### config.mk
export PLATFORM = sky130hd
export DESIGN_NAME = lexicographic_permutation_generator_unit_flat
export DESIGN_NICKNAME = d
export VERILOG_FILES = /design/src/rtl/lpg_pkg.sv /design/src/rtl/lpg_if.sv /design/src/rtl/lpg_ctrl.sv /design/src/rtl/lpg_datapath.sv /design/src/rtl/lexicographic_permutation_generator_unit.sv /design/src/flat_wrapper.sv
export SDC_FILE = /design/constraint.sdc
export NUM_CORES = 1
export LEC_CHECK = 0
export BUFFER_PORTS_ARGS = -buffer_cell sky130_fd_sc_hd__buf_2
export CORE_ASPECT_RATIO = 1.1
export CORE_UTILIZATION = 55
export DETAILED_ROUTE_END_ITERATION = 10
export GPL_ROUTABILITY_DRIVEN = 0
export PLACE_DENSITY = 0.72
export RECOVER_POWER = 100
export SYNTH_ARGS = -nofsm -noshare
export SYNTH_HDL_FRONTEND = slang
export SYNTH_SLANG_ARGS = --single-unit
### constraint.sdc
create_clock -name clk -period 6 [get_ports clk]
set_input_delay 0 -clock clk [delete_from_list [all_inputs] [get_ports clk]]
set_output_delay 0 -clock clk [all_outputs]
set_load 0.02 [all_outputs]
### src/rtl/lpg_pkg.sv
// Package for the lexicographic permutation generator.
// Item kinds, register indexes, control/status structs and the request limit table.
// No dependencies.
`timescale 1ns / 1ps
`default_nettype none

package lpg_pkg;

  localparam logic [1:0] KIND_LOAD    = 2'd0;
  localparam logic [1:0] KIND_RESTART = 2'd1;
  localparam logic [1:0] KIND_REQUEST = 2'd2;

  localparam logic       REG_ELEMENT_COUNT = 1'b0;
  localparam logic [3:0] COUNT_RESET       = 4'd8;

  typedef struct packed {
    logic load;
    logic restart;
    logic start_req;
    logic set_first;
    logic scan;
    logic srch;
    logic swap;
    logic rev_a;
    logic rev_b;
    logic emit;
    logic mark;
  } lpg_cmd_t;

  typedef struct packed {
    logic first;
    logic more;
    logic lim_zero;
    logic found;
    logic rev_go;
    logic j_last;
    logic rem_one;
    logic out_free;
  } lpg_sts_t;

  // most whole permutations of n elements that fit in 64 results
  function automatic logic [6:0] max_perms(input logic [4:0] n);
    logic [6:0] r;
    case (n)
      5'd1:    r = 7'd64;
      5'd2:    r = 7'd32;
      5'd3:    r = 7'd21;
      5'd4:    r = 7'd16;
      5'd5:    r = 7'd12;
      5'd6:    r = 7'd10;
      5'd7:    r = 7'd9;
      5'd8:    r = 7'd8;
      5'd9:    r = 7'd7;
      5'd10:   r = 7'd6;
      5'd11:   r = 7'd5;
      5'd12:   r = 7'd5;
      5'd13:   r = 7'd4;
      5'd14:   r = 7'd4;
      5'd15:   r = 7'd4;
      5'd16:   r = 7'd4;
      default: r = 7'd64;
    endcase
    return r;
  endfunction

endpackage

`default_nettype wire

### src/rtl/lpg_if.sv
// Request and result channel interfaces for the permutation generator.
// Valid/ready handshake with the item payload; no dependencies.
`timescale 1ns / 1ps
`default_nettype none

interface lpg_item_if;
  logic        valid;
  logic        ready;
  logic [1:0]  kind;
  logic [2:0]  position;
  logic [31:0] element_value;
  logic [3:0]  perm_count;

  modport source (output valid, kind, position, element_value, perm_count, input ready);
  modport sink   (input valid, kind, position, element_value, perm_count, output ready);
endinterface

interface lpg_result_if;
  logic        valid;
  logic        ready;
  logic [31:0] out_value;
  logic [2:0]  out_index;
  logic        perm_end;
  logic        exhausted;
  logic        more_available;
  logic        last;

  modport source (output valid, out_value, out_index, perm_end, exhausted, more_available,
                  last, input ready);
  modport sink   (input valid, out_value, out_index, perm_end, exhausted, more_available,
                  last, output ready);
endinterface

`default_nettype wire

### src/rtl/lpg_ctrl.sv
// Controller state machine for the permutation generator.
// Sequences load, restart and request handling; uses lpg_pkg command/status structs.
`timescale 1ns / 1ps
`default_nettype none

module lpg_ctrl (
  input  wire logic          clk,
  input  wire logic          rst,
  input  wire logic          in_valid,
  output logic               in_ready,
  input  wire logic [1:0]    kind,
  input  wire lpg_pkg::lpg_sts_t sts,
  output lpg_pkg::lpg_cmd_t  cmd
);

  localparam logic [3:0] S_IDLE  = 4'd0;
  localparam logic [3:0] S_CHECK = 4'd1;
  localparam logic [3:0] S_SCAN  = 4'd2;
  localparam logic [3:0] S_SRCH  = 4'd3;
  localparam logic [3:0] S_SWAP  = 4'd4;
  localparam logic [3:0] S_REVA  = 4'd5;
  localparam logic [3:0] S_REVB  = 4'd6;
  localparam logic [3:0] S_EMIT  = 4'd7;
  localparam logic [3:0] S_MARK  = 4'd8;

  logic [3:0] state, state_next;

  assign in_ready = (state == S_IDLE);

  always_comb begin
    cmd        = '0;
    state_next = state;
    unique case (state)
      S_IDLE: begin
        if (in_valid) begin
          case (kind)
            lpg_pkg::KIND_LOAD:    cmd.load    = 1'b1;
            lpg_pkg::KIND_RESTART: cmd.restart = 1'b1;
            lpg_pkg::KIND_REQUEST: begin
              cmd.start_req = 1'b1;
              if (!sts.lim_zero && sts.more) state_next = S_CHECK;
            end
            default: ;
          endcase
        end
      end
      S_CHECK: begin
        if (!sts.first) begin
          cmd.set_first = 1'b1;
          state_next    = S_EMIT;
        end else begin
          state_next = S_SCAN;
        end
      end
      S_SCAN: begin
        cmd.scan   = 1'b1;
        state_next = sts.found ? S_SRCH : S_MARK;
      end
      S_SRCH: begin
        cmd.srch   = 1'b1;
        state_next = S_SWAP;
      end
      S_SWAP: begin
        cmd.swap   = 1'b1;
        state_next = S_REVA;
      end
      S_REVA: begin
        if (sts.rev_go) begin
          cmd.rev_a  = 1'b1;
          state_next = S_REVB;
        end else begin
          state_next = S_EMIT;
        end
      end
      S_REVB: begin
        cmd.rev_b  = 1'b1;
        state_next = S_REVA;
      end
      S_EMIT: begin
        if (sts.out_free) begin
          cmd.emit = 1'b1;
          if (sts.j_last) state_next = sts.rem_one ? S_IDLE : S_CHECK;
        end
      end
      S_MARK: begin
        if (sts.out_free) begin
          cmd.mark   = 1'b1;
          state_next = S_IDLE;
        end
      end
      default: state_next = S_IDLE;
    endcase
  end

  always_ff @(posedge clk) begin
    if (rst) begin
      state <= S_IDLE;
    end else begin
      state <= state_next;
    end
  end

endmodule

`default_nettype wire

### src/rtl/lpg_datapath.sv
// Datapath of the permutation generator: element table, index order, step pointers,
// count register and the result register. Uses lpg_pkg.
`timescale 1ns / 1ps
`default_nettype none

module lpg_datapath #(
  parameter int MAX_N       = 8,
  parameter int VALUE_WIDTH = 32
) (
  input  wire logic              clk,
  input  wire logic              rst,
  input  wire lpg_pkg::lpg_cmd_t cmd,
  output lpg_pkg::lpg_sts_t      sts,
  input  wire logic [2:0]        position,
  input  wire logic [31:0]       element_value,
  input  wire logic [3:0]        perm_count,
  input  wire logic              cfg_we,
  input  wire logic [3:0]        cfg_wdata,
  output logic [3:0]             count,
  output logic                   out_valid,
  input  wire logic              out_ready,
  output logic [31:0]            out_value,
  output logic [2:0]             out_index,
  output logic                   perm_end,
  output logic                   exhausted,
  output logic                   more_available,
  output logic                   last
);

  localparam int IW = $clog2(MAX_N);
  localparam int NW = $clog2(MAX_N + 1);

  logic [VALUE_WIDTH-1:0] store [MAX_N];
  logic [IW-1:0]          ord   [MAX_N];
  logic                   first, more;
  logic [IW-1:0]          a_ptr, k_ptr, lo, hi, j;
  logic [IW-1:0]          tmp;
  logic [3:0]             rem;

  logic [NW-1:0] n_eff;
  logic [IW-1:0] nm1, rd_addr, rd, scan_pos, k_sel;
  logic          found;
  logic [6:0]    maxp;
  logic [3:0]    lim;
  logic [7:0]    pos_w, slot_w;
  logic [63:0]   in_w, val_w;
  logic          restart_all;

  always_comb begin
    if (count == 4'd0) begin
      n_eff = NW'(1);
    end else if (int'(count) > MAX_N) begin
      n_eff = NW'(MAX_N);
    end else begin
      n_eff = NW'(count);
    end
  end

  assign nm1  = IW'(n_eff - NW'(1));
  assign maxp = lpg_pkg::max_perms(5'(n_eff));
  assign lim  = (7'(perm_count) < maxp) ? perm_count : maxp[3:0];

  // single read port into the index order
  always_comb begin
    if (cmd.srch) begin
      rd_addr = a_ptr - IW'(1);
    end else if (cmd.swap) begin
      rd_addr = k_ptr;
    end else if (cmd.rev_a) begin
      rd_addr = lo;
    end else if (cmd.rev_b) begin
      rd_addr = hi;
    end else begin
      rd_addr = j;
    end
  end
  assign rd = ord[rd_addr];

  // rightmost ascent
  always_comb begin
    found    = 1'b0;
    scan_pos = '0;
    for (int i = 1; i < MAX_N; i++) begin
      if (i < int'(n_eff) && ord[i] > ord[i-1]) begin
        found    = 1'b1;
        scan_pos = IW'(i);
      end
    end
  end

  // rightmost tail entry above the pivot
  always_comb begin
    k_sel = a_ptr;
    for (int i = 0; i < MAX_N; i++) begin
      if (IW'(i) >= a_ptr && i < int'(n_eff) && ord[i] > rd) k_sel = IW'(i);
    end
  end

  assign pos_w       = 8'(position);
  assign in_w        = 64'(element_value);
  assign slot_w      = 8'(rd);
  assign val_w       = 64'(store[rd]);
  assign restart_all = cfg_we || cmd.restart;

  always_ff @(posedge clk) begin
    if (cmd.load && int'(position) < MAX_N) store[pos_w[IW-1:0]] <= in_w[VALUE_WIDTH-1:0];
  end

  always_ff @(posedge clk) begin
    if (rst || restart_all) begin
      for (int i = 0; i < MAX_N; i++) ord[i] <= IW'(i);
    end else if (cmd.swap) begin
      ord[a_ptr - IW'(1)] <= rd;
      ord[k_ptr]          <= tmp;
    end else if (cmd.rev_b) begin
      ord[lo] <= rd;
      ord[hi] <= tmp;
    end
  end

  always_ff @(posedge clk) begin
    if (rst) begin
      count <= lpg_pkg::COUNT_RESET;
    end else if (cfg_we) begin
      count <= cfg_wdata;
    end
  end

  always_ff @(posedge clk) begin
    if (rst || restart_all) begin
      first <= 1'b0;
      more  <= 1'b1;
    end else begin
      if (cmd.set_first) first <= 1'b1;
      if (cmd.mark) more <= 1'b0;
    end
  end

  always_ff @(posedge clk) begin
    if (rst) begin
      j   <= '0;
      rem <= '0;
    end else if (cmd.start_req) begin
      j   <= '0;
      rem <= lim;
    end else if (cmd.emit) begin
      if (sts.j_last) begin
        j   <= '0;
        rem <= rem - 4'd1;
      end else begin
        j <= j + IW'(1);
      end
    end
  end

  always_ff @(posedge clk) begin
    if (cmd.scan) begin
      a_ptr <= scan_pos;
      lo    <= scan_pos;
      hi    <= nm1;
    end
    if (cmd.srch) begin
      k_ptr <= k_sel;
      tmp   <= rd;
    end
    if (cmd.rev_a) tmp <= rd;
    if (cmd.rev_b) begin
      lo <= lo + IW'(1);
      hi <= hi - IW'(1);
    end
  end

  always_ff @(posedge clk) begin
    if (rst) begin
      out_valid <= 1'b0;
    end else if (cmd.emit || cmd.mark) begin
      out_valid <= 1'b1;
    end else if (out_ready) begin
      out_valid <= 1'b0;
    end
  end

  always_ff @(posedge clk) begin
    if (cmd.emit) begin
      out_value      <= val_w[31:0];
      out_index      <= slot_w[2:0];
      perm_end       <= sts.j_last;
      exhausted      <= 1'b0;
      more_available <= 1'b1;
      last           <= sts.j_last && sts.rem_one;
    end else if (cmd.mark) begin
      out_value      <= '0;
      out_index      <= '0;
      perm_end       <= 1'b0;
      exhausted      <= 1'b1;
      more_available <= 1'b0;
      last           <= 1'b1;
    end
  end

  always_comb begin
    sts.first    = first;
    sts.more     = more;
    sts.lim_zero = (lim == 4'd0);
    sts.found    = found;
    sts.rev_go   = (lo < hi);
    sts.j_last   = (j == nm1);
    sts.rem_one  = (rem == 4'd1);
    sts.out_free = !out_valid || out_ready;
  end

endmodule

`default_nettype wire

### src/rtl/lexicographic_permutation_generator_unit.sv
// Top level of the lexicographic permutation generator: channels, APB register port.
// Depends on lpg_pkg, lpg_if, lpg_ctrl and lpg_datapath.
//
// Load and restart requests are taken in the idle state. A request returns up to perm_count
// orderings of the first element_count table entries, one result per cycle within an
// ordering while the output is free. The first ordering after a restart is emitted as it
// stands; every later one is first stepped by scan, pivot search, swap and a tail reversal
// done one pair at a time, because all index moves go through one read port of the index
// order. The end-of-sequence marker follows a scan that finds no ascent. A new request is
// taken as soon as the last result of the previous one sits in the output register.
`timescale 1ns / 1ps
`default_nettype none

module lexicographic_permutation_generator_unit #(
  parameter int MAX_N       = 8,
  parameter int VALUE_WIDTH = 32
) (
  input  wire logic        clk,
  input  wire logic        rst,
  lpg_item_if.sink         items,
  lpg_result_if.source     results,
  input  wire logic        psel,
  input  wire logic        penable,
  input  wire logic        pwrite,
  input  wire logic [2:0]  paddr,
  input  wire logic [31:0] pwdata,
  output logic [31:0]      prdata,
  output logic             pready
);

  lpg_pkg::lpg_cmd_t cmd;
  lpg_pkg::lpg_sts_t sts;
  logic              cfg_we;
  logic [3:0]        count;

  assign pready = 1'b1;
  assign cfg_we = psel && penable && pwrite && (paddr[2] == lpg_pkg::REG_ELEMENT_COUNT);
  assign prdata = (paddr[2] == lpg_pkg::REG_ELEMENT_COUNT) ? 32'(count) : 32'd0;

  lpg_ctrl u_ctrl (
    .clk      (clk),
    .rst      (rst),
    .in_valid (items.valid),
    .in_ready (items.ready),
    .kind     (items.kind),
    .sts      (sts),
    .cmd      (cmd)
  );

  lpg_datapath #(
    .MAX_N       (MAX_N),
    .VALUE_WIDTH (VALUE_WIDTH)
  ) u_datapath (
    .clk            (clk),
    .rst            (rst),
    .cmd            (cmd),
    .sts            (sts),
    .position       (items.position),
    .element_value  (items.element_value),
    .perm_count     (items.perm_count),
    .cfg_we         (cfg_we),
    .cfg_wdata      (pwdata[3:0]),
    .count          (count),
    .out_valid      (results.valid),
    .out_ready      (results.ready),
    .out_value      (results.out_value),
    .out_index      (results.out_index),
    .perm_end       (results.perm_end),
    .exhausted      (results.exhausted),
    .more_available (results.more_available),
    .last           (results.last)
  );

endmodule

`default_nettype wire

### src/flat_wrapper.sv
// flat-port wrapper written by rule: the top's interface ports become plain ports
module lexicographic_permutation_generator_unit_flat 
#(
  parameter int MAX_N       = 8,
  parameter int VALUE_WIDTH = 32
)
  (clk, rst, psel, penable, pwrite, paddr, pwdata, prdata, pready, items_valid, items_kind, items_position, items_element_value, items_perm_count, items_ready, results_valid, results_out_value, results_out_index, results_perm_end, results_exhausted, results_more_available, results_last, results_ready);
  lpg_item_if items_i ();
  lpg_result_if results_i ();
  input  wire logic clk;
  input  wire logic rst;
  input  wire logic psel;
  input  wire logic penable;
  input  wire logic pwrite;
  input  wire logic [2:0] paddr;
  input  wire logic [31:0] pwdata;
  output logic [31:0] prdata;
  output logic pready;
  input wire logic [$bits(items_i.valid)-1:0] items_valid;
  input wire logic [$bits(items_i.kind)-1:0] items_kind;
  input wire logic [$bits(items_i.position)-1:0] items_position;
  input wire logic [$bits(items_i.element_value)-1:0] items_element_value;
  input wire logic [$bits(items_i.perm_count)-1:0] items_perm_count;
  output wire logic [$bits(items_i.ready)-1:0] items_ready;
  output wire logic [$bits(results_i.valid)-1:0] results_valid;
  output wire logic [$bits(results_i.out_value)-1:0] results_out_value;
  output wire logic [$bits(results_i.out_index)-1:0] results_out_index;
  output wire logic [$bits(results_i.perm_end)-1:0] results_perm_end;
  output wire logic [$bits(results_i.exhausted)-1:0] results_exhausted;
  output wire logic [$bits(results_i.more_available)-1:0] results_more_available;
  output wire logic [$bits(results_i.last)-1:0] results_last;
  input wire logic [$bits(results_i.ready)-1:0] results_ready;
  assign items_i.valid = items_valid;
  assign items_i.kind = items_kind;
  assign items_i.position = items_position;
  assign items_i.element_value = items_element_value;
  assign items_i.perm_count = items_perm_count;
  assign items_ready = items_i.ready;
  assign results_valid = results_i.valid;
  assign results_out_value = results_i.out_value;
  assign results_out_index = results_i.out_index;
  assign results_perm_end = results_i.perm_end;
  assign results_exhausted = results_i.exhausted;
  assign results_more_available = results_i.more_available;
  assign results_last = results_i.last;
  assign results_i.ready = results_ready;
  lexicographic_permutation_generator_unit #(.MAX_N(MAX_N), .VALUE_WIDTH(VALUE_WIDTH)) u_core (.clk(clk), .rst(rst), .items(items_i), .results(results_i), .psel(psel), .penable(penable), .pwrite(pwrite), .paddr(paddr), .pwdata(pwdata), .prdata(prdata), .pready(pready));
endmodule
# After elaboration in Yosys (flattened, before gate mapping)
# Memories as Yosys holds them, arrays and structs flattened.
# Cells that the tools add are included.
# word_totals
regBits,72
latch_bits,0
mem_bits_rw,280
mem_bits_ro,112
n_memories,3
# memory_table
name,depth,word_bits,rd,rd_clocked_by_memory_dff,wr,line,source
u_core.u_datapath.store,8,32,1,0,1,lpg_datapath.sv:33,logic [VALUE_WIDTH-1:0] store [MAX_N];
(name not given),16,7,1,0,0,lpg_pkg.sv:44,case (n)
u_core.u_datapath.ord,8,3,9,0,8,lpg_datapath.sv:34,logic [IW-1:0] ord [MAX_N];
# op_classes
addsub,6
multipliers,0
div,0
magnitude_cmp,34
n_eq_ne,18
shifts,0
mux,99
bitwise,1
n_reduce_logical,54
# ops
operator,n
two-way mux 3 bit,34
two-way mux 32 bit,2
two-way mux 4 bit,14
two-way mux 1 bit,46
greater-than comparator 3 bit,15
one-hot mux 4 bit (8 select lines),1
logical AND 1 bit,28
== test 4 x 3 -> 1 bit (second input constant),4
< comparator 3 x 4 -> 1 bit (first input constant),4
greater-or-equal comparator 3 bit (first input constant),4
zero test 4 bit,3
nonzero test 2 bit,6
OR reduction 3 bit,4
subtractor 3 x 1 -> 3 bit (second input constant),3
== test 4 x 1 -> 1 bit (second input constant),2
== test 4 x 2 -> 1 bit (second input constant),2
< comparator 1 x 4 -> 1 bit (first input constant),2
< comparator 2 x 4 -> 1 bit (first input constant),2
inequality test 2 x 1 -> 1 bit (second input constant),4
< comparator 4 x 7 -> 1 bit,1
adder 3 x 1 -> 3 bit (second input constant),2
greater-or-equal comparator 1 x 3 -> 1 bit (first input constant),2
greater-or-equal comparator 2 x 3 -> 1 bit (first input constant),2
AND reduction 6 bit,1
other kinds (16),24

# Depth between registers and ports, before layout
# Gate-level depths: netlist of run 1.
# An unclocked memory read counts as a cell.
# depth
ltp_word,16
depth_mapped,22

# Cells and area by module
# A second synthesis of run 1 with hierarchy kept.
# unflattened
cells_unflattened,1273
area_unflattened_um2,16602.2
# modules_own_cells
module,n_inst,cells_each,area_per_inst_um2
lpg_datapath,1,1184,15930.3
lpg_ctrl,1,53,401.6
lexicographic_permutation_generator_unit,1,36,270.3

# Worst setup path after synthesis of run 1
# Ideal clock, no wire load.
# synth_path
path_kind,register -> register
from,register u_core.u_datapath.lo[2]
to,register u_core.u_datapath.k_ptr[0] (data pin)
setup_time_ns,0.256
arrival_ns,4.236
required_ns,5.744
setup_slack_ns,1.509
stages_incl_launch_ff,21
path_buffers,4
cell_sequence,edfxtp_1 -> ha_1 -> a21o_1 -> a31oi_1 -> a221o_1 -> buf_6 -> a21oi_2 -> buf_2 -> a211oi_1 -> a21oi_1 -> a21oi_1 -> buf_2 -> clkbuf_1 -> inv_1 -> ha_1 -> nand2_1 -> nand2b_1 -> maj3_2 -> a211oi_2 -> a21oi_1 -> o211a_1
# synth_via
elab_chain_cells,16
elab_cells_between_ends,30
cone_classes,order compare (9); mux (12); reduce/logical (8); memory (1)
# synth_rtl
element,line,source
"start, declared",lpg_datapath.sv:36,"logic [IW-1:0] a_ptr, k_ptr, lo, hi, j;"
"start signal, assigned",lpg_datapath.sv:159,lo <= scan_pos;
"start signal, assigned",lpg_datapath.sv:168,lo <= lo + IW'(1);
< comparator 3 bit,lpg_datapath.sv:206,sts.rev_go = (lo < hi);
two-way mux 1 bit,lpg_ctrl.sv:68,if (sts.rev_go) begin
two-way mux 1 bit,lpg_ctrl.sv:33,unique case (state)
two-way mux 3 bit (*),lpg_datapath.sv:69,end else if (cmd.rev_a) begin
two-way mux 3 bit (*),lpg_datapath.sv:67,end else if (cmd.swap) begin
two-way mux 3 bit (*),lpg_datapath.sv:65,if (cmd.srch) begin
memory (8 x 3 bit) (*),-,
via u_core.u_datapath.rd[0],lpg_datapath.sv:41,"logic [IW-1:0] nm1, rd_addr, rd, scan_pos, k_sel;"
greater-than comparator 3 bit,lpg_datapath.sv:95,if (IW'(i) >= a_ptr && i < int'(n_eff) && ord[i] > rd) k_sel = IW'(i);
logical AND 1 bit,lpg_datapath.sv:95,
two-way mux 3 bit (4 in series),lpg_datapath.sv:95,
two-way mux 2 bit (2 in series),lpg_datapath.sv:95,
two-way mux 1 bit,lpg_datapath.sv:95,
"end signal, assigned",lpg_datapath.sv:163,k_ptr <= k_sel;
"end, declared",lpg_datapath.sv:36,
# The timed path passes the listed nets; every way through them passes the cells marked *.
# A chain may end at the register's enable or synchronous reset.

# Worst setup path after layout of run 1
# layout_path
from,register u_core.u_ctrl.state[1]
to,register u_core.u_datapath.k_ptr[0] (data pin)
# layout_via
elab_chain_cells,16
elab_cells_between_ends,36
cone_classes,order compare (8); eq/ne (4); mux (15); reduce/logical (8); memory (1)
# layout_rtl
element,line,source
"start, declared",lpg_ctrl.sv:26,"logic [3:0] state, state_next;"
"start signal, assigned",lpg_ctrl.sv:99,state <= state_next;
== test 4 x 3 -> 1 bit,lpg_ctrl.sv:33,
two-way mux 1 bit,lpg_ctrl.sv:33,
two-way mux 3 bit,lpg_datapath.sv:71,end else if (cmd.rev_b) begin
two-way mux 3 bit,lpg_datapath.sv:69,
two-way mux 3 bit,lpg_datapath.sv:67,
two-way mux 3 bit (*),lpg_datapath.sv:65,
memory (8 x 3 bit) (*),-,
greater-than comparator 3 bit,lpg_datapath.sv:95,
logical AND 1 bit,lpg_datapath.sv:95,
two-way mux 3 bit (4 in series),lpg_datapath.sv:95,
two-way mux 2 bit (2 in series),lpg_datapath.sv:95,
two-way mux 1 bit,lpg_datapath.sv:95,
# Mark *: on every way between the ends. The rest lies on a longest branch, timed or not.

==> impl_metrics.csv, run 1 <==
group,metric,value,unit
clocking,ctsResizeCount,0,
timing,timing.final.ws_setup,631,ps
place,place_area,17400,µm²
floorplanning,dieArea,30900,µm²
floorplanning,fp.dieH,184,µm
synthesis,syn_area,16600,µm²
setup_path,startpoint_type,"flop",
detailed_routing,dr.pass1.iters,6,
global_routing,grt_pass1_wl,53.1,mm
synthesis,syn_inst,1251,
power_and_ir_drop,leakagePower,7.11,nW
layout,syn_to_final_growth,13.5,%
flow_run,max_cap_viol_count,9,
setup_path,crit_slowest_cell,"nor4bb_1",
outcome,status,"finished with violations",
floorplanning,fp.dieW,168,µm
detailed_routing,drc,0,
detailed_routing,detail_route.wl_per_cell,19.6,µm
setup_path,cpMostUsedCell,"o211a_1",
setup_path,critPathArrivalTime,5630,ps
layout,final_area,18900,µm²
place,place_ws,918,ps
clocking,h-tree-depth,2,
setup_path,required,6260,ps
setup_path,path_cells,"nor4bb_1 -> a31o_2 -> a31oi_1 -> and3_1 -> nor4_1 -> a211o_1 -> and2_2 -> clkbuf_2 -> xnor2_1 -> o211a_1 -> or3_1 -> o211a_1",
clocking,clk_path_buf_depth,3,
timing,hold_viol,0,
synthesis,synth_seq_cells,352,
timing,worst_pin_slew,2570,ps
timing,max_clock_freq,0.186,GHz
synthesis,synth_top_flop_cell,"edfxtp_1",
layout,final_core_util,63.7,%
clocking,root_buffer,"clkbuf_16",
floorplanning,fp-row-count,66,
detailed_routing,vias,10400,
setup_path,r2r_setup_slack,630,ps
setup_path,critPathCaptureType,"flop",
layout,fin_nets,1540,
timing,slew_viol_final,291,
place,numPortBuffers,97,
setup_path,path_class,"reg -> reg",
timing,clock_skew,17.7,ps
clocking,clkTransAtPathRegs,60,ps
timing,rsz0062_at_grt,"false",
timing,setup_viol,0,
clocking,cts_tree,"built",
clocking,cts_sinks,352,
synthesis,async_flop_share,0,%
timing,post-route-period-util,89.5,%
global_routing,grt_max_degree,135,
layout,final_common_cell,"edfxtp_1",
floorplanning,start_util,56.1,%
floorplanning,core_area,29600,µm²
timing,fin_crit,5370,ps
synthesis,synth_edf_count,332,
timing,slew_headroom,-71.1,%
global_routing,gr-total-overflow,0,
outcome,failed_checks,"capacitance limit, slew limit",
power_and_ir_drop,ir_worst_vdd,0.000862,V
setup_path,critPathTopFamily,"simple AND/OR/NAND/NOR gates",
min_path,hold_class,"in -> reg",
global_routing,antenna_found_initial,1,
power_and_ir_drop,cellPowerDensity,450,nW/µm²
global_routing,grt.total_usage,22.5,%
layout,mostFrequentLayoutCells,"edfxtp_1, mux2i_1, nand2_1",
synthesis,seq_area_frac_synth,62.4,%
setup_path,path_buf_inv,1,
setup_path,cp_max_fo,41,
global_routing,grt_pass1_vias,10000,
detailed_routing,vias_per_cell,5.82,
floorplanning,ioPinCount,157,
detailed_routing,drtIter0Drc,775,
layout,fillCellCount,2290,
detailed_routing,ant_nets,0,
setup_path,max_stage_delay,900,ps
timing,hold_ws,219,ps
timing,setup_tns,0,ps
detailed_routing,wl,35.1,mm
clocking,clk_latency,520,ps
clocking,numCtsBuffers,36,
layout,drive_above_1_share,7.53,%
synthesis,ys_warn_count,0,
synthesis,synth.distinct_cells,77,
place,dp_hpwl,20.8,mm
synthesis,synth.avg_cell_area,13.3,µm²
synth_stat cells (8+ instances only):
library cell / count / share of area (%)
nand3_1: 13 / 0.39
nor3_1: 19 / 0.57
a211oi_1: 10 / 0.45
dfxtp_1: 20 / 2.4
a311oi_1: 8 / 0.42
o22ai_1: 10 / 0.38
nand2b_1: 11 / 0.41
nor2b_1: 18 / 0.68
nor2_1: 72 / 1.6
o21ai_0: 20 / 0.60
a32o_1: 32 / 1.9
xnor2_1: 9 / 0.47
a21oi_1: 44 / 1.3
inv_1: 60 / 1.4
clkbuf_1: 18 / 0.41
nand2_1: 124 / 2.8
mux2i_1: 166 / 10
edfxtp_1: 332 / 60
ha_1: 59 / 4.4
mux2_2: 8 / 0.54
a31oi_1: 18 / 0.68
buf_2: 25 / 0.75
a21o_1: 9 / 0.41
buf_4: 31 / 1.4
layout make-up:
class                   count  area [µm²]  share of cell area (%)
flip-flops and latches    352       10400                    54.9
clock inverters            19         208                    1.10
multi-input cells         783        5690                    30.1
diodes                      1        2.50                  0.0133
repair buffers            164         982                    5.20
clock buffers              42         933                    4.94
well taps                 374         468                    2.48
inverters                  61         230                    1.22
registers in the layout (all words and copies together), names as in the netlist, 4 cells and up:
| name | flops |
|---|---|
| u_core.u_datapath.rem | 4 |
| u_core.u_ctrl.state | 4 |
| u_core.u_datapath.out_value | 32 |
| u_core.u_datapath.count | 4 |
| u_core.u_datapath.ord | 24 |
| u_core.u_datapath.store | 256 |
routing by layer:
layer / vias to the layer above / GRT usage (%) / wire, µm / share of wire (%)
met5: - / 0 / 0 / 0
met3: 74 / 2.75 / 1570 / 4.5
met2: 316 / 41.0 / 17900 / 51
met1: 5106 / 27.4 / 14700 / 42
li1: 4950 / - / - / -
met4: 0 / 8.40 / 935 / 2.7
through the flow:
step | total power [W] | std cells
2_1_floorplan | 0.00565 | 1278
3_3_place_gp | 0.00629 | 1686
3_5_place_dp | 0.00638 | 1686
4_1_cts | 0.00855 | 1795
5_1_grt | 0.00889 | 1796
6_report | 0.00849 | 1796
worst paths after layout:
path                               start                          to  depth (start not counted)
setup reg to reg  u_core.u_ctrl.state[1]  u_core.u_datapath.k_ptr[0]                         12
hold / removal             items_kind[1]      u_core.u_ctrl.state[0]                          6
setup / recovery  u_core.u_ctrl.state[1]  u_core.u_datapath.k_ptr[0]                         12
hold reg to reg   u_core.u_datapath.more      u_core.u_datapath.more                          2
cell families (layout without fill, tap and decap cells):
| logic type | Yosys count | after routing | share of synthesized area [%] |
|---|---|---|---|
| compound gates | 203 | 203 | 8.92 |
| xor+xnor | 14 | 14 | 0.737 |
| fa+ha+maj | 60 | 60 | 4.51 |
| buf+inv | 143 | 286 | 4.26 |
| flops | 352 | 352 | 62.4 |
| mux | 175 | 175 | 10.6 |
| other cells | 2 | 30 | 0.0452 |
| simple gates | 302 | 302 | 8.56 |
tightest hold or removal path: cells and delay by family:
family / cells / cell delay [ps]
buffers and inverters: 1 / 110
AO/OA/AOI/OAI: 4 / 390
AND/OR/NAND/NOR: 1 / 190
power breakdown:
group	total [W]	switching, W	internal, W	leakage (nW)
combinational	0.00347	0.00207	0.00140	3.48
sequential	0.00287	0.0000751	0.00279	3.08
clock	0.00216	0.000873	0.00128	0.554
total	0.00849	0.00302	0.00547	7.11
timing repair:
action	4_1_cts	5_1_grt
hold buffers	48	0
setup endpoints to repair	0	0
hold endpoints to repair	273	0
setup buffers	0	0
Note: power is estimated with default switching activity, not from simulation.
==> inputs of run 2 (changes only) <==
--- a/config.mk
+++ b/config.mk
@@ -5,6 +5,7 @@
 export SDC_FILE = /design/constraint.sdc
 export NUM_CORES = 1
 export LEC_CHECK = 0
+export ABC_AREA = 1
 export BUFFER_PORTS_ARGS = -buffer_cell sky130_fd_sc_hd__buf_2
 export CORE_ASPECT_RATIO = 1.1
 export CORE_UTILIZATION = 55
==> run 2 against run 1 <==
The run still ends with capacitance limit, slew limit left. Power rose by 6.8%. Via count rose by 13%. Register-to-register slack improved by 390 ps. Cell count rose by 15%. Area after synthesis fell by 0.37%. Largest power group unchanged. Critical path depth rose by 5. Critical endpoint is now u_core.u_datapath.out_value[18]. Worst setup slack improved by 390 ps. Cell area fell by 0.79%.
==> impl_metrics.csv, run 2 <==
group,metric,value,unit
outcome,status,"finished with violations",
outcome,failed_checks,"capacitance limit, slew limit",
power_and_ir_drop,netSwitchingPower,0.00374,W
flow_run,max_cap_viol_count,10,
synthesis,synth_edf_count,332,
synthesis,synth.avg_cell_area,10.9,µm²
synthesis,syn_area,16600,µm²
floorplanning,fp-row-count,66,
synthesis,synth_top_area_share,60.2,%
min_path,hold_class,"in -> out",
setup_path,required,6400,ps
clocking,root_buffer,"clkbuf_16",
global_routing,gr-total-overflow,0,
timing,setup_viol,0,
synthesis,synth.most_common_cell,"edfxtp_1",
timing,max_clock_freq,0.201,GHz
synthesis,synthMuxAreaShare,0.0604,%
floorplanning,fp.dieW,167,µm
layout,drive_above_1_share,7.46,%
detailed_routing,ant_nets,0,
floorplanning,core_area,29600,µm²
synthesis,synth-xor-area-share,0.529,%
detailed_routing,drc,0,
setup_path,critPathCaptureType,"flop",
timing,worst_pin_slew,2470,ps
synthesis,synth_top_flop_cell,"edfxtp_1",
clocking,hold_buffers,55,
setup_path,path_class,"reg -> reg",
setup_path,max_stage_delay,1190,ps
layout,mostFrequentLayoutCells,"edfxtp_1, nor2_1, nand2_1",
global_routing,grt_pass1_wl,57.5,mm
layout,antennaDiodeCount,0,
synthesis,synth_largest_area_cell,"edfxtp_1",
timing,post-route-period-util,82.9,%
floorplanning,dieArea,30800,µm²
detailed_routing,dr.pass1.iters,6,
clocking,numCtsBuffers,37,
detailed_routing,met2_length,18.8,mm
setup_path,worst-path-stages,17,
timing,slew_headroom,-64.8,%
global_routing,antenna_found_initial,0,
detailed_routing,drtIter0Drc,938,
clocking,cts_tree,"built",
layout,fin_nets,1802,
synthesis,ys_top_cells_by_area,"edfxtp_1, o21ai_0, nor2_1",
setup_path,reg2reg_to,"u_core.u_datapath.out_value[18]",
layout,syn_to_final_growth,13.1,%
synthesis,async_flop_share,0,%
clocking,clkTransAtPathRegs,60,ps
setup_path,startpoint_type,"flop",
layout,fillCellCount,2295,
setup_path,critPathTopFamily,"buffers and inverters",
setup_path,r2r_start,"u_core.u_datapath.lo[2]",
floorplanning,fp.dieH,184,µm
detailed_routing,vias,11800,
clocking,cts_sinks,352,
global_routing,grt.total_usage,24.2,%
detailed_routing,maxUsedRoutingLayer,"met4",
synthesis,synth_compound_area_share,11.4,%
setup_path,worstSetupEndpoint,"u_core.u_datapath.out_value[18]",
layout,final_common_cell,"edfxtp_1",
synthesis,synth_commonest_cells,"edfxtp_1, nor2_1, nand2_1",
setup_path,crit_slowest_cell,"inv_2",
setup_path,path_buf_inv,3,
synthesis,synth_fa_ha_area_share,4.46,%
detailed_routing,detail_route.wl_per_cell,18.2,µm
timing,slew_viol_final,305,
power_and_ir_drop,p_sw_share,41.2,%
synthesis,ys_warn_count,0,
setup_path,critPathArrivalTime,5370,ps
setup_path,cp_max_fo,84,
setup_path,r2r_setup_slack,1030,ps
setup_path,reg2reg_depth,17,
clocking,h-tree-depth,2,
timing,rsz0062_at_grt,"false",
power_and_ir_drop,comb_power_share,42.2,%
power_and_ir_drop,p_clk_share,25.0,%
power_and_ir_drop,leakagePower,6.94,nW
global_routing,grt_max_degree,99,
place,numPortBuffers,97,
detailed_routing,wl,37.5,mm
layout,largest_reg_flops,256,
clocking,clk_latency,540,ps
setup_path,path_cells,"ha_1 -> a21oi_1 -> nand3_2 -> nand2_1 -> nand3_2 -> nand2_4 -> nand2_4 -> clkinvlp_2 -> nor2_1 -> o221ai_2 -> nand2_4 -> inv_2 -> buf_4 -> o21ai_0 -> o22ai_1 -> nand3_1 -> nand2_1",
clocking,clk_path_buf_depth,3,
timing,hold_viol,0,
layout,seq_area,10400,µm²
global_routing,grt_pass1_vias,11200,
synthesis,synth.distinct_cells,53,
timing,hold_ws,331,ps
setup_path,startpoint,"u_core.u_datapath.lo[2]",
setup_path,cpMostUsedCell,"nand2_4",
floorplanning,start_util,56.0,%
synthesis,syn_inst,1516,
power_and_ir_drop,pwr-share-seq,32.7,%
synthesis,synth_top_family_by_area,"simple AND/OR/NAND/NOR gates",
clocking,ctsResizeCount,0,
timing,clock_skew,20.8,ps
power_and_ir_drop,cell_internal_pwr,0.00534,W
synthesis,seq_area_frac_synth,62.6,%
synthesis,synth_seq_cells,352,
clocking,post-cts-setup-buffers,0,
layout,multi_input_area,5150,µm²
detailed_routing,wl_met1,14.9,mm
timing,fin_crit,4970,ps
timing,setup_tns,0,ps
power_and_ir_drop,ir_worst_vdd,0.000378,V
detailed_routing,vias_per_cell,5.72,
floorplanning,ioPinCount,157,
power_and_ir_drop,cellPowerDensity,484,nW/µm²
place,dp_hpwl,21.5,mm
synthesis,synth-simple-area-share,13.9,%
detailed_routing,route.met3.wl,2.49,mm
run 2: kinds of logic (layout without fill, tap and decap cells):
kind of cell,count (synthesis),in the layout
compound gates,331,331
xor+xnor,10,10
fa+ha+maj,59,59
buf+inv,225,370
flops,352,352
mux,1,1
other cells,2,29
simple gates,536,536
run 2: layer usage:
metal	up-vias	global-route usage, %
met5	-	0
met2	458	42.6
met4	0	11.3
met1	5635	29.5
li1	5602	-
met3	96	3.36
run 2: cell type report:
| cell class | count | area share, % |
|---|---|---|
| clock inverters | 20 | 1.34 |
| inverters | 136 | 2.73 |
| flip-flops and latches | 352 | 55.4 |
| well taps | 374 | 2.50 |
| clock buffers | 47 | 5.14 |
| repair buffers | 167 | 5.44 |
| multi-input cells | 966 | 27.5 |
run 2: power by group through the flow:
stage               sequential [W]  combinational [W]  clock (W)
floorplan                  0.00310            0.00306          0
global placement           0.00301            0.00368          0
detailed placement         0.00301            0.00379          0
CTS                        0.00296            0.00385    0.00229
global route               0.00298            0.00426    0.00238
finish                     0.00297            0.00383    0.00227
run 2: metrics by stage:
stage	worst slack [ps]	cell area, µm²	cells	util (%)	power, W
floorplan	1900	16700	1543	-	0.00616
global placement	1760	17200	1940	58.0	0.00669
detailed placement	1640	17200	1940	58.0	0.00680
CTS	1650	18900	2062	64.0	0.00911
global route	614	18700	2062	63.4	0.00962
finish	1030	18700	2062	63.4	0.00907
run 2: worst min path at each step:
stage,startpoint,endpoint,cells after the start
finish,paddr[2],prdata[3],3
global route,paddr[2],prdata[2],3
CTS,items_position[2],u_core.u_datapath.store[0][4],3
detailed placement,pwdata[3],u_core.u_datapath.count[3],3
global placement,pwdata[3],u_core.u_datapath.count[3],3
floorplan,paddr[2],prdata[0],1
run 2: worst min-delay path, stage by stage:
cell and delay, ps:
buf_2 120, nor2_1 50, clkbuf_1 160
